[src/sv/kmer_pkg.sv]
// Shared constants, types and width helpers for the key matrix event block.
// Used by the top level, kmer_front and kmer_back; has no dependencies of its own.
`default_nettype none

package kmer_pkg;

    localparam int ROWS_DEF    = 4;
    localparam int COLS_DEF    = 14;
    localparam int KEY_W       = 56;
    localparam int TIME_W      = 32;
    localparam int LIMIT_W     = 6;
    localparam int MS_W        = 16;
    localparam int MAX_EVENTS  = 13;
    localparam int QUEUE_DEPTH = 2;

    localparam int CFG_IDX_W   = 3;
    localparam int CFG_DATA_W  = 56;
    localparam int IN_DATA_W   = 88;
    localparam int OUT_DATA_W  = 8;
    localparam int OUT_USER_W  = 3;

    localparam logic [CFG_IDX_W-1:0] REG_PRESENT  = 3'd0;
    localparam logic [CFG_IDX_W-1:0] REG_REPEAT   = 3'd1;
    localparam logic [CFG_IDX_W-1:0] REG_RELEASE  = 3'd2;
    localparam logic [CFG_IDX_W-1:0] REG_GHOST    = 3'd3;
    localparam logic [CFG_IDX_W-1:0] REG_INTERVAL = 3'd4;
    localparam logic [CFG_IDX_W-1:0] REG_DELAY    = 3'd5;
    localparam logic [CFG_IDX_W-1:0] REG_PERIOD   = 3'd6;

    typedef struct packed {
        logic [KEY_W-1:0]   present_mask;
        logic [KEY_W-1:0]   repeat_mask;
        logic [KEY_W-1:0]   release_mask;
        logic [LIMIT_W-1:0] ghost_limit;
        logic [MS_W-1:0]    scan_interval;
        logic [MS_W-1:0]    repeat_delay;
        logic [MS_W-1:0]    repeat_period;
    } t_cfg;

    typedef struct packed {
        logic       last;
        logic       is_combo;
        logic       is_repeat;
        logic       is_down;
        logic [3:0] key_col;
        logic [1:0] key_row;
    } t_event;

    // Bits needed to index n entries, at least one.
    function automatic int idx_w(input int n);
        return (n > 1) ? $clog2(n) : 1;
    endfunction

    // Job word: press bits, release bits, repeat column, repeat row,
    // repeat flag and combo flag, lowest first.
    function automatic int job_w(input int rows, input int cols);
        return 2 * rows * cols + idx_w(cols) + idx_w(rows) + 2;
    endfunction

endpackage

`default_nettype wire

[src/sv/key_matrix_edge_repeat_core.sv]
// Key matrix scanner with edge events and auto-repeat: top level.
// Holds the configuration registers and joins kmer_front, kmer_fifo, kmer_back.
//
// Input stream: one word per matrix snapshot, tdata = snapshot[55:0] (bit
// row*COLS+col set for a key down) and now_ms[87:56]. A snapshot taken within
// scan_interval ms of the last taken one is accepted and dropped. A taken
// snapshot goes through capture, row counts and classification, which waits
// while the job queue is full; no new input word is taken until it is done.
// Output stream: one word per key event, up to 13 per snapshot, tlast on the
// final one. The back end loads a job from the queue and then sends one event
// per cycle while the receiver takes them.
// A two-entry job queue lets the front classify the next snapshot while the
// back still drains the previous one; when the receiver stalls, the output
// register holds its word, the queue fills and then the input stops taking.
// Configuration writes are always accepted and belong only to idle periods.
// Reset (synchronous, active low) restores the register defaults, clears the
// held keys, the repeat state and the last-taken time, and empties the queue.
`default_nettype none

module key_matrix_edge_repeat_core #(
    parameter int ROWS = kmer_pkg::ROWS_DEF,
    parameter int COLS = kmer_pkg::COLS_DEF
) (
    input  wire logic                                i_clk,
    input  wire logic                                i_rst_n,
    input  wire logic                                i_cfg_valid,
    output logic                                     o_cfg_ready,
    input  wire logic [kmer_pkg::CFG_IDX_W-1:0]      i_cfg_index,
    input  wire logic [kmer_pkg::CFG_DATA_W-1:0]     i_cfg_data,
    input  wire logic                                i_s_axis_tvalid,
    output logic                                     o_s_axis_tready,
    // snapshot [55:0], now_ms [87:56]
    input  wire logic [kmer_pkg::IN_DATA_W-1:0]      i_s_axis_tdata,
    output logic                                     o_m_axis_tvalid,
    input  wire logic                                i_m_axis_tready,
    // key_row [1:0], key_col [5:2], zero [7:6]
    output logic [kmer_pkg::OUT_DATA_W-1:0]          o_m_axis_tdata,
    // is_down [0], is_repeat [1], is_combo [2]
    output logic [kmer_pkg::OUT_USER_W-1:0]          o_m_axis_tuser,
    output logic                                     o_m_axis_tlast
);
    import kmer_pkg::*;

    localparam int JOB_W = job_w(ROWS, COLS);

    t_cfg             r_cfg;
    logic             push;
    logic             pop;
    logic             full;
    logic             empty;
    logic [JOB_W-1:0] job_in;
    logic [JOB_W-1:0] job_out;
    t_event           ev;

    assign o_cfg_ready = 1'b1;

    always_ff @(posedge i_clk) begin
        if (!i_rst_n) begin
            r_cfg.present_mask  <= '1;
            r_cfg.repeat_mask   <= '0;
            r_cfg.release_mask  <= '0;
            r_cfg.ghost_limit   <= LIMIT_W'(6);
            r_cfg.scan_interval <= MS_W'(15);
            r_cfg.repeat_delay  <= MS_W'(420);
            r_cfg.repeat_period <= MS_W'(120);
        end else if (i_cfg_valid) begin
            unique case (i_cfg_index)
                REG_PRESENT:  r_cfg.present_mask  <= i_cfg_data[KEY_W-1:0];
                REG_REPEAT:   r_cfg.repeat_mask   <= i_cfg_data[KEY_W-1:0];
                REG_RELEASE:  r_cfg.release_mask  <= i_cfg_data[KEY_W-1:0];
                REG_GHOST:    r_cfg.ghost_limit   <= i_cfg_data[LIMIT_W-1:0];
                REG_INTERVAL: r_cfg.scan_interval <= i_cfg_data[MS_W-1:0];
                REG_DELAY:    r_cfg.repeat_delay  <= i_cfg_data[MS_W-1:0];
                REG_PERIOD:   r_cfg.repeat_period <= i_cfg_data[MS_W-1:0];
                default: begin
                end
            endcase
        end
    end

    kmer_front #(
        .ROWS (ROWS),
        .COLS (COLS)
    ) u_front (
        .i_clk      (i_clk),
        .i_rst_n    (i_rst_n),
        .i_cfg      (r_cfg),
        .i_valid    (i_s_axis_tvalid),
        .o_ready    (o_s_axis_tready),
        .i_snapshot (i_s_axis_tdata[KEY_W-1:0]),
        .i_now      (i_s_axis_tdata[KEY_W +: TIME_W]),
        .o_push     (push),
        .o_job      (job_in),
        .i_full     (full)
    );

    kmer_fifo #(
        .W     (JOB_W),
        .DEPTH (QUEUE_DEPTH)
    ) u_fifo (
        .i_clk   (i_clk),
        .i_rst_n (i_rst_n),
        .i_push  (push),
        .i_data  (job_in),
        .o_full  (full),
        .i_pop   (pop),
        .o_data  (job_out),
        .o_empty (empty)
    );

    kmer_back #(
        .ROWS (ROWS),
        .COLS (COLS)
    ) u_back (
        .i_clk   (i_clk),
        .i_rst_n (i_rst_n),
        .i_empty (empty),
        .i_job   (job_out),
        .o_pop   (pop),
        .o_valid (o_m_axis_tvalid),
        .i_ready (i_m_axis_tready),
        .o_event (ev)
    );

    assign o_m_axis_tdata = {2'b00, ev.key_col, ev.key_row};
    assign o_m_axis_tuser = {ev.is_combo, ev.is_repeat, ev.is_down};
    assign o_m_axis_tlast = ev.last;

    // A stalled output word stays as it is until the receiver takes it.
    a_hold_stall: assert property (@(posedge i_clk) disable iff (!i_rst_n)
        o_m_axis_tvalid && !i_m_axis_tready |=>
            o_m_axis_tvalid && $stable(o_m_axis_tdata) && $stable(o_m_axis_tuser)
            && $stable(o_m_axis_tlast))
        else $error("output word changed while stalled");

    a_no_overflow: assert property (@(posedge i_clk) disable iff (!i_rst_n)
        !(push && full))
        else $error("job pushed into a full queue");

    a_repeat_shape: assert property (@(posedge i_clk) disable iff (!i_rst_n)
        o_m_axis_tvalid && o_m_axis_tuser[1] |-> o_m_axis_tuser[0] && !o_m_axis_tuser[2])
        else $error("repeat event without press flag or with combo flag");

    a_combo_key: assert property (@(posedge i_clk) disable iff (!i_rst_n)
        o_m_axis_tvalid && o_m_axis_tuser[2] |->
            o_m_axis_tuser[0] && o_m_axis_tdata[1:0] == 2'd1 && o_m_axis_tdata[5:2] == 4'd0)
        else $error("combo flag on an event other than its own key press");

endmodule

`default_nettype wire

[src/sv/kmer_fifo.sv]
// Small flip-flop queue carrying classified jobs from the front to the back.
// Stand-alone; the word width and depth come from the instantiating level.
`default_nettype none

module kmer_fifo #(
    parameter int W     = 8,
    parameter int DEPTH = 2
) (
    input  wire logic         i_clk,
    input  wire logic         i_rst_n,
    input  wire logic         i_push,
    input  wire logic [W-1:0] i_data,
    output logic              o_full,
    input  wire logic         i_pop,
    output logic [W-1:0]      o_data,
    output logic              o_empty
);
    localparam int PTR_W = (DEPTH > 1) ? $clog2(DEPTH) : 1;
    localparam int CNT_W = $clog2(DEPTH + 1);

    logic [W-1:0]     r_mem [DEPTH];
    logic [PTR_W-1:0] r_wr;
    logic [PTR_W-1:0] r_rd;
    logic [CNT_W-1:0] r_cnt;
    logic             do_push;
    logic             do_pop;

    assign o_full  = (r_cnt == CNT_W'(DEPTH));
    assign o_empty = (r_cnt == '0);
    assign o_data  = r_mem[r_rd];
    assign do_push = i_push && !o_full;
    assign do_pop  = i_pop && !o_empty;

    always_ff @(posedge i_clk) begin
        if (do_push) begin
            r_mem[r_wr] <= i_data;
        end
    end

    always_ff @(posedge i_clk) begin
        if (!i_rst_n) begin
            r_wr  <= '0;
            r_rd  <= '0;
            r_cnt <= '0;
        end else begin
            if (do_push) begin
                r_wr <= (r_wr == PTR_W'(DEPTH - 1)) ? '0 : r_wr + 1'b1;
            end
            if (do_pop) begin
                r_rd <= (r_rd == PTR_W'(DEPTH - 1)) ? '0 : r_rd + 1'b1;
            end
            if (do_push && !do_pop) begin
                r_cnt <= r_cnt + 1'b1;
            end else if (do_pop && !do_push) begin
                r_cnt <= r_cnt - 1'b1;
            end
        end
    end

endmodule

`default_nettype wire

[src/sv/kmer_front.sv]
// Front end: throttles snapshots, counts keys down, classifies edges and keeps
// the held-key and auto-repeat state. Depends on kmer_pkg.
`default_nettype none

module kmer_front #(
    parameter int ROWS = kmer_pkg::ROWS_DEF,
    parameter int COLS = kmer_pkg::COLS_DEF
) (
    input  wire logic                                    i_clk,
    input  wire logic                                    i_rst_n,
    input  wire kmer_pkg::t_cfg                          i_cfg,
    input  wire logic                                    i_valid,
    output logic                                         o_ready,
    input  wire logic [kmer_pkg::KEY_W-1:0]              i_snapshot,
    input  wire logic [kmer_pkg::TIME_W-1:0]             i_now,
    output logic                                         o_push,
    output logic [kmer_pkg::job_w(ROWS, COLS)-1:0]       o_job,
    input  wire logic                                    i_full
);
    import kmer_pkg::*;

    localparam int NC    = ROWS * COLS;
    localparam int RW    = idx_w(ROWS);
    localparam int CW    = idx_w(COLS);
    localparam int RC_W  = $clog2(COLS + 1);
    localparam int COMBO_P = COLS;
    localparam int CHORD_P = 3 * COLS + 1;

    localparam logic [1:0] F_IDLE  = 2'd0;
    localparam logic [1:0] F_COUNT = 2'd1;
    localparam logic [1:0] F_CLASS = 2'd2;

    logic [1:0]        r_state;
    logic [NC-1:0]     r_fresh;
    logic [TIME_W-1:0] r_now;
    logic [TIME_W-1:0] r_last;
    logic [NC-1:0]     r_held;
    logic              r_rep_act;
    logic [RW-1:0]     r_rep_row;
    logic [CW-1:0]     r_rep_col;
    logic [TIME_W-1:0] r_rep_dl;
    logic [RC_W-1:0]   r_rowcnt [ROWS];

    logic              n_rep_act;
    logic [RW-1:0]     n_rep_row;
    logic [CW-1:0]     n_rep_col;
    logic [TIME_W-1:0] n_rep_dl;

    logic [NC-1:0]     snap_in;
    logic [NC-1:0]     present;
    logic [NC-1:0]     rpt_en;
    logic [NC-1:0]     rel_en;
    logic [NC-1:0]     combo_bit;
    logic              chord;

    logic [TIME_W-1:0] elapsed;
    logic              pass;
    logic [LIMIT_W-1:0] sum;
    logic              ghost;
    logic [NC-1:0]     rising;
    logic [NC-1:0]     falling;
    logic              combo_hit;
    logic [NC-1:0]     p_mask;
    logic [NC-1:0]     r_mask;
    logic [NC-1:0]     cand;
    logic              cand_any;
    logic [RW-1:0]     cand_row;
    logic [CW-1:0]     cand_col;
    logic [COLS-1:0]   cand_slice;
    logic [COLS-1:0]   held_slice;
    logic              key_held;
    logic              due;
    logic [TIME_W-1:0] since_dl;
    logic              any_ev;
    logic              commit;

    // Positions beyond the 56-bit masks do not exist and read as zero.
    for (genvar p = 0; p < NC; p++) begin : g_map
        if (p < KEY_W) begin : g_real
            assign snap_in[p] = i_snapshot[p];
            assign present[p] = i_cfg.present_mask[p];
            assign rpt_en[p]  = i_cfg.repeat_mask[p];
            assign rel_en[p]  = i_cfg.release_mask[p];
        end else begin : g_none
            assign snap_in[p] = 1'b0;
            assign present[p] = 1'b0;
            assign rpt_en[p]  = 1'b0;
            assign rel_en[p]  = 1'b0;
        end
    end

    if (ROWS >= 4 && COLS >= 2 && CHORD_P < KEY_W) begin : g_chord
        assign chord = r_fresh[CHORD_P];
    end else begin : g_nochord
        assign chord = 1'b0;
    end

    if (ROWS >= 2) begin : g_combo
        assign combo_hit = rising[COMBO_P] && chord;
        always_comb begin
            combo_bit          = '0;
            combo_bit[COMBO_P] = combo_hit;
        end
    end else begin : g_nocombo
        assign combo_hit = 1'b0;
        assign combo_bit = '0;
    end

    assign o_ready = (r_state == F_IDLE);
    assign elapsed = i_now - r_last;
    assign pass    = (elapsed >= TIME_W'(i_cfg.scan_interval));

    always_comb begin
        sum = '0;
        for (int r = 0; r < ROWS; r++) begin
            sum = sum + LIMIT_W'(r_rowcnt[r]);
        end
    end

    assign ghost   = (sum > i_cfg.ghost_limit);
    assign rising  = r_fresh & ~r_held;
    assign falling = r_held & ~r_fresh;
    assign p_mask  = ghost ? '0 : ((rising & present) | combo_bit);
    assign r_mask  = (ghost ? r_held : falling) & present & rel_en;
    assign cand    = rising & present & rpt_en & ~combo_bit;
    assign cand_any = |cand;

    // The last repeating press in scan order wins.
    always_comb begin
        cand_row   = '0;
        cand_col   = '0;
        cand_slice = '0;
        held_slice = '0;
        for (int r = 0; r < ROWS; r++) begin
            if (|cand[r*COLS +: COLS]) begin
                cand_row = RW'(r);
            end
        end
        for (int r = 0; r < ROWS; r++) begin
            if (RW'(r) == cand_row) begin
                cand_slice = cand[r*COLS +: COLS];
            end
            if (RW'(r) == r_rep_row) begin
                held_slice = r_fresh[r*COLS +: COLS];
            end
        end
        for (int c = 0; c < COLS; c++) begin
            if (cand_slice[c]) begin
                cand_col = CW'(c);
            end
        end
    end

    assign key_held = held_slice[r_rep_col];
    assign since_dl = r_now - r_rep_dl;

    // A fresh repeat key is due at once only when the delay is zero.
    always_comb begin
        n_rep_act = r_rep_act;
        n_rep_row = r_rep_row;
        n_rep_col = r_rep_col;
        n_rep_dl  = r_rep_dl;
        due       = 1'b0;
        if (ghost) begin
            n_rep_act = 1'b0;
            n_rep_row = '0;
            n_rep_col = '0;
        end else if (cand_any) begin
            n_rep_act = 1'b1;
            n_rep_row = cand_row;
            n_rep_col = cand_col;
            due       = (i_cfg.repeat_delay == '0);
            n_rep_dl  = r_now + TIME_W'(i_cfg.repeat_delay);
        end else if (r_rep_act && !key_held) begin
            n_rep_act = 1'b0;
            n_rep_row = '0;
            n_rep_col = '0;
        end else if (r_rep_act) begin
            due = !since_dl[TIME_W-1];
        end
        if (due) begin
            n_rep_dl = r_now + TIME_W'(i_cfg.repeat_period);
        end
    end

    assign any_ev = (|p_mask) || (|r_mask) || due;
    assign commit = (r_state == F_CLASS) && (!any_ev || !i_full);
    assign o_push = (r_state == F_CLASS) && any_ev && !i_full;
    assign o_job  = {combo_hit && !ghost, due, n_rep_row, n_rep_col, r_mask, p_mask};

    always_ff @(posedge i_clk) begin
        if (!i_rst_n) begin
            r_state   <= F_IDLE;
            r_last    <= '0;
            r_held    <= '0;
            r_rep_act <= 1'b0;
            r_rep_row <= '0;
            r_rep_col <= '0;
            r_rep_dl  <= '0;
        end else begin
            unique case (r_state)
                F_IDLE: begin
                    if (i_valid && pass) begin
                        r_last  <= i_now;
                        r_state <= F_COUNT;
                    end
                end
                F_COUNT: begin
                    r_state <= F_CLASS;
                end
                F_CLASS: begin
                    if (commit) begin
                        r_held    <= ghost ? '0 : r_fresh;
                        r_rep_act <= n_rep_act;
                        r_rep_row <= n_rep_row;
                        r_rep_col <= n_rep_col;
                        r_rep_dl  <= n_rep_dl;
                        r_state   <= F_IDLE;
                    end
                end
                default: begin
                    r_state <= F_IDLE;
                end
            endcase
        end
    end

    always_ff @(posedge i_clk) begin
        if (r_state == F_IDLE) begin
            r_fresh <= snap_in;
            r_now   <= i_now;
        end
        if (r_state == F_COUNT) begin
            for (int r = 0; r < ROWS; r++) begin
                r_rowcnt[r] <= RC_W'($countones(r_fresh[r*COLS +: COLS]));
            end
        end
    end

endmodule

`default_nettype wire

[src/sv/kmer_back.sv]
// Back end: takes jobs from the queue and sends their events one per cycle
// when not stalled, through a registered output stage. Depends on kmer_pkg.
`default_nettype none

module kmer_back #(
    parameter int ROWS = kmer_pkg::ROWS_DEF,
    parameter int COLS = kmer_pkg::COLS_DEF
) (
    input  wire logic                               i_clk,
    input  wire logic                               i_rst_n,
    input  wire logic                               i_empty,
    input  wire logic [kmer_pkg::job_w(ROWS, COLS)-1:0] i_job,
    output logic                                    o_pop,
    output logic                                    o_valid,
    input  wire logic                               i_ready,
    output kmer_pkg::t_event                        o_event
);
    import kmer_pkg::*;

    localparam int NC    = ROWS * COLS;
    localparam int RW    = idx_w(ROWS);
    localparam int CW    = idx_w(COLS);
    localparam int CNT_W = $clog2(MAX_EVENTS);

    logic             r_busy;
    logic [NC-1:0]    r_p;
    logic [NC-1:0]    r_r;
    logic [CW-1:0]    r_rcol;
    logic [RW-1:0]    r_rrow;
    logic             r_rep;
    logic             r_combo;
    logic [CNT_W-1:0] r_cnt;
    logic             r_ovalid;
    t_event           r_ev;

    logic [NC-1:0]    n_p;
    logic [NC-1:0]    n_r;
    logic             n_rep;
    t_event           n_ev;

    logic [NC-1:0]    rem;
    logic [ROWS-1:0]  row_any;
    logic [RW-1:0]    sel_row;
    logic [COLS-1:0]  ps;
    logic [COLS-1:0]  rs;
    logic             use_p;
    logic [COLS-1:0]  slice;
    logic [CW-1:0]    sel_col;
    logic             out_free;
    logic             emit;
    logic             more;
    logic             at_cap;

    assign rem      = r_p | r_r;
    assign out_free = !r_ovalid || i_ready;
    assign emit     = r_busy && out_free;
    assign o_pop    = !r_busy && !i_empty;
    assign o_valid  = r_ovalid;
    assign o_event  = r_ev;

    // First row with work left, then presses before releases in that row.
    always_comb begin
        sel_row = '0;
        ps      = '0;
        rs      = '0;
        sel_col = '0;
        for (int r = 0; r < ROWS; r++) begin
            row_any[r] = |rem[r*COLS +: COLS];
        end
        for (int r = ROWS - 1; r >= 0; r--) begin
            if (row_any[r]) begin
                sel_row = RW'(r);
            end
        end
        for (int r = 0; r < ROWS; r++) begin
            if (RW'(r) == sel_row) begin
                ps = r_p[r*COLS +: COLS];
                rs = r_r[r*COLS +: COLS];
            end
        end
        use_p = |ps;
        slice = use_p ? ps : rs;
        for (int c = COLS - 1; c >= 0; c--) begin
            if (slice[c]) begin
                sel_col = CW'(c);
            end
        end
    end

    always_comb begin
        n_p   = r_p;
        n_r   = r_r;
        n_rep = r_rep;
        n_ev  = '0;
        if (|row_any) begin
            for (int r = 0; r < ROWS; r++) begin
                if (RW'(r) == sel_row) begin
                    if (use_p) begin
                        n_p[r*COLS +: COLS] = ps & ~(COLS'(1) << sel_col);
                    end else begin
                        n_r[r*COLS +: COLS] = rs & ~(COLS'(1) << sel_col);
                    end
                end
            end
            n_ev.key_row  = 2'(sel_row);
            n_ev.key_col  = 4'(sel_col);
            n_ev.is_down  = use_p;
            n_ev.is_combo = use_p && r_combo && (sel_row == RW'(1)) && (sel_col == '0);
        end else begin
            n_rep          = 1'b0;
            n_ev.key_row   = 2'(r_rrow);
            n_ev.key_col   = 4'(r_rcol);
            n_ev.is_down   = 1'b1;
            n_ev.is_repeat = 1'b1;
        end
        more      = (|(n_p | n_r)) || n_rep;
        at_cap    = (r_cnt == CNT_W'(MAX_EVENTS - 1));
        n_ev.last = !more || at_cap;
    end

    always_ff @(posedge i_clk) begin
        if (!i_rst_n) begin
            r_busy   <= 1'b0;
            r_ovalid <= 1'b0;
        end else begin
            if (o_pop) begin
                r_busy <= 1'b1;
            end else if (emit && n_ev.last) begin
                r_busy <= 1'b0;
            end
            if (out_free) begin
                r_ovalid <= emit;
            end
        end
    end

    always_ff @(posedge i_clk) begin
        if (o_pop) begin
            {r_combo, r_rep, r_rrow, r_rcol, r_r, r_p} <= i_job;
            r_cnt <= '0;
        end else if (emit) begin
            r_p   <= n_p;
            r_r   <= n_r;
            r_rep <= n_rep;
            r_cnt <= r_cnt + 1'b1;
        end
        if (emit) begin
            r_ev <= n_ev;
        end
    end

endmodule

`default_nettype wire
[config.mk]
export PLATFORM = sky130hd
export DESIGN_NAME = key_matrix_edge_repeat_core
export DESIGN_NICKNAME = d
export VERILOG_FILES = /design/src/sv/kmer_pkg.sv /design/src/sv/key_matrix_edge_repeat_core.sv /design/src/sv/kmer_fifo.sv /design/src/sv/kmer_front.sv /design/src/sv/kmer_back.sv
export SDC_FILE = /design/constraint.sdc
export NUM_CORES = 2
export LEC_CHECK = 0
export ABC_AREA = 1
export BUFFER_PORTS_ARGS = -buffer_cell sky130_fd_sc_hd__buf_2
export CAP_MARGIN = 20
export CORE_AREA = 8 8 307 606
export CTS_BUF_LIST = sky130_fd_sc_hd__clkbuf_2 sky130_fd_sc_hd__clkbuf_4 sky130_fd_sc_hd__clkbuf_8
export DETAILED_ROUTE_END_ITERATION = 10
export DIE_AREA = 0 0 315 614
export PLACE_DENSITY = 0.5
export SLEW_MARGIN = 20
export SYNTH_ARGS = -nofsm -noshare
export SYNTH_HDL_FRONTEND = slang
export SYNTH_HIERARCHICAL = 1
export SYNTH_SLANG_ARGS = --single-unit
[constraint.sdc]
create_clock -name i_clk -period 10.94 [get_ports i_clk]
set_input_delay 2.188 -clock i_clk [delete_from_list [all_inputs] [get_ports i_clk]]
set_output_delay 2.188 -clock i_clk [all_outputs]
set_load 0.005 [all_outputs]
==> run_results.csv <==
group,metric,value,unit
status,status,"finished, final reports clean",
setup_path,path_max_fanout,49,
synthesis,synth_edf_count,474,
grt,grt_max_degree,184,
placed_design,gp_congestion,1.10,
min_path,hp-start,"r_cfg[49]",
power,p_leak,21.7,nW
sta,setup_viol,0,
floorplanning,core-area,0.178,sq mm
floorplanning,die_w,315,microns
min_path,hold_path_class,"flip-flop to flip-flop",
power,ir_drop,0.383,mV
floorplanning,start_util,24.9,%
sta,rsz0062_at_grt,"no",
synthesis,ys_ff_latch,836,
route,via_per_inst,4.76,
finish,syn2layout_area_growth,13.2,%
setup_path,slowest_delay,0.68,ns
setup_path,critical_path_class,"flip-flop to flip-flop",
floorplanning,boundaryPins,167,
power,p_per_area,240,mW/mm^2
sta,worst_slew_pin_slew,1.08,ns
setup_path,r2r-start,"u_front/r_rowcnt[2][1]",
clocking,clkTransAtPathRegs,0.07,ns
grt,track_usage,19.6,%
route,wl,194000,microns
route,drc,0,
sta,final-max-slew-violation-count,0,
sta,tns,0,ns
run,maxCapViolCount,0,
synthesis,synth_cell_type_count,64,
synthesis,synthArstFlopShare,0,%
clocking,postCtsSetupRepairBufs,0,
sta,finalCritPeriodShare,75.7,%
clocking,ctsResizeCount,0,
placed_design,dp_hpwl,152000,microns
setup_path,cp.arrival,8.98,ns
clocking,cts_inserted_buffers,121,
sta,maxClockFrequency,121,MHz
setup_path,worst_path_max_delay_cell,"buf_4",
setup_path,cp-startpoint,"u_front/r_rowcnt[2][1]",
setup_path,crit_buf_inv,5,
floorplanning,die_h,614,microns
setup_path,crit_family,"simple AND/OR/NAND/NOR gates",
synthesis,synth.avg_cell_area,8.25,sq um
route,first_pass_iters,5,
route,ant_nets,0,
clocking,clockBufferDepth,3,
setup_path,cp-end-kind,"flip-flop",
route,drtIter0Drc,2499,
route,routedWlPerCell,24.5,microns
setup_path,worst_ep_required_time,11.64,ns
grt,overflow,0,
clocking,cts_root_buf,"clkbuf_8",
synthesis,synth_area,0.0442,sq mm
grt,grt_pass1_vias,38473,
placed_design,port_buffers,163,
finish,drive_gt1_share,11.9,%
sta,min_period,8.28,ns
sta,hold_violations,0,
clocking,tritoncts,"built",
sta,relSlewSlack,28.3,%
clocking,cts_sinks,836,
sta,fin_ws,2.66,ns
route,vias,37737,
synthesis,syn_inst,5360,
synthesis,synth_top_area_cell,"edfxtp_1",
setup_path,critical_path.startpoint_type,"flip-flop",
grt,antenna_found_initial,30,
synthesis,yosys.area.top_type_share,32.2,%
finish,nets,5804,
clocking,holdBufCountCts,0,
synthesis,ys.flop_type,"edfxtp_1",
setup_path,cp_common_cell,"nand2_1",
clocking,clk_latency,0.88,ns
sta,skew,0.0525,ns
synthesis,ys_seq_area_share,48.6,%
floorplanning,die-area,0.193,sq mm
floorplanning,rows,219,
clocking,htreeDepth,3,
placed_design,pre_cts_slack,2.68,ns
grt,grt_pass1_wl,273000,microns
synthesis,synth_warnings,6,
finish,fillers,19208,
synthesis,synth_area_leaders,"edfxtp_1, dfxtp_1, nand2_1, nor2_1, inv_1",
-- logic make-up after synthesis --
logic type,count (synthesis),synth area share (%)
muxes,130,3.31
other,2,0.0170
AOI/OAI and AO/OA,464,6.04
adders and majority gates,165,5.45
xor gates and xnor gates,61,1.21
and+or+nand+nor,2868,27.5
DFF,836,48.6
buffers and inverters,834,7.85
-- cell usage after synthesis (all sizes together), types with 7 or more instances --
cell,instances
o21ai,158
nor3,38
a31oi,59
mux2,130
a21oi,165
ha,119
edfxtp,474
nor4,11
o221ai,7
clkbuf,85
a221oi,13
o211ai,9
nor2,878
or2,7
a21o,8
inv,626
a21boi,7
o22ai,12
nand2,1316
xnor2,24
nand3,452
dfxtp,362
fa,46
buf,122
nand4,155
a41oi,7
xor2,37
-- worst register-to-register path: cells and delay by family (launching register included) --
family | cells | cell delay [ns]
AND/OR/NAND/NOR | 18 | 3.80
buffers and inverters | 5 | 1.91
adder cells (fa/ha/maj) | 5 | 1.90
flip-flops | 1 | 0.37
AO/OA/AOI/OAI | 2 | 0.17
-- flip-flops by register name, indices dropped and copies added (netlist names), 2 cells and up, named ones only --
signal,count
u_back/r_cnt,4
r_cfg,222
u_back/o_event,10
u_fifo/r_mem,240
u_back/r_rrow,2
u_front/r_fresh,56
u_front/r_rowcnt,16
u_front/r_now,32
u_front/r_held,56
u_back/r_p,56
u_fifo/r_cnt,2
u_back/r_rcol,4
u_front/r_rep_dl,32
u_front/r_rep_col,4
u_front/r_last,32
u_front/r_rep_row,2
u_back/r_r,56
u_front/r_state,2
-- worst paths after layout --
path                                      endpoint  slack (ns)  depth (start not counted)
worst min-delay path                     r_cfg[49]        0.47                          2
worst max-delay path            u_front/r_held[25]        2.66                         30
worst max register to register  u_front/r_held[25]        2.66                         30
worst min register to register           r_cfg[49]        0.47                          2
-- cell usage in the layout, fill, tap and decap left out, types with 13 or more instances in the layout --
cell      instances
a21oi_1         165
a221oi_1         13
a31oi_1          59
buf_2           162
buf_4            43
clkbuf_4         43
clkbuf_8        145
clkinv_2         16
dfxtp_1         361
edfxtp_1        474
fa_1             46
ha_1            119
inv_1           600
inv_2            22
mux2_2          130
nand2_1        1299
nand3_1         444
nand4_1         147
nor2_1          848
nor2_4           21
nor3_1           35
o21ai_0         143
xnor2_1          24
xor2_1           37
-- where the power goes --
part           total (mW)  switching [mW]  internal [mW]  leakage, nW
sequential           4.22           0.218           4.01         7.56
combinational        4.95            3.72           1.23         12.7
clock                2.84            1.35           1.49         1.46
-- metrics by stage --
step                      util, %  power (mW)  hold slack, ns  cells  area [sq um]
after floorplan                 -        7.25           0.423   5361         44200
after global placement       26.6        9.11           0.446   7684         47300
after detailed placement     26.6        9.20           0.449   7684         47300
after CTS                    28.1        12.1           0.467   7912         50000
after global routing         28.1        12.6           0.498   7914         50000
final                        28.2        12.0           0.466   7921         50100
-- layout make-up --
cell class	instances	area, sq um	area share [%]
multi-input combinational	3691	19300	38.6
clock inverter	40	399	0.797
sequential	836	21500	42.9
timing repair buffer	210	1230	2.45
clock buffer	188	2320	4.63
inverter	627	2360	4.72
antenna	9	22.5	0.0450
tap	2320	2900	5.80
-- metal layers --
| layer | part of all wire, % | GRT usage [%] |
|---|---|---|
| met1 | 32 | 17.4 |
| met2 | 54 | 37.9 |
| met3 | 4.2 | 2.78 |
| met4 | 10 | 17.2 |
| met5 | 0.12 | 0 |
Power figures use the tool's default switching activity.
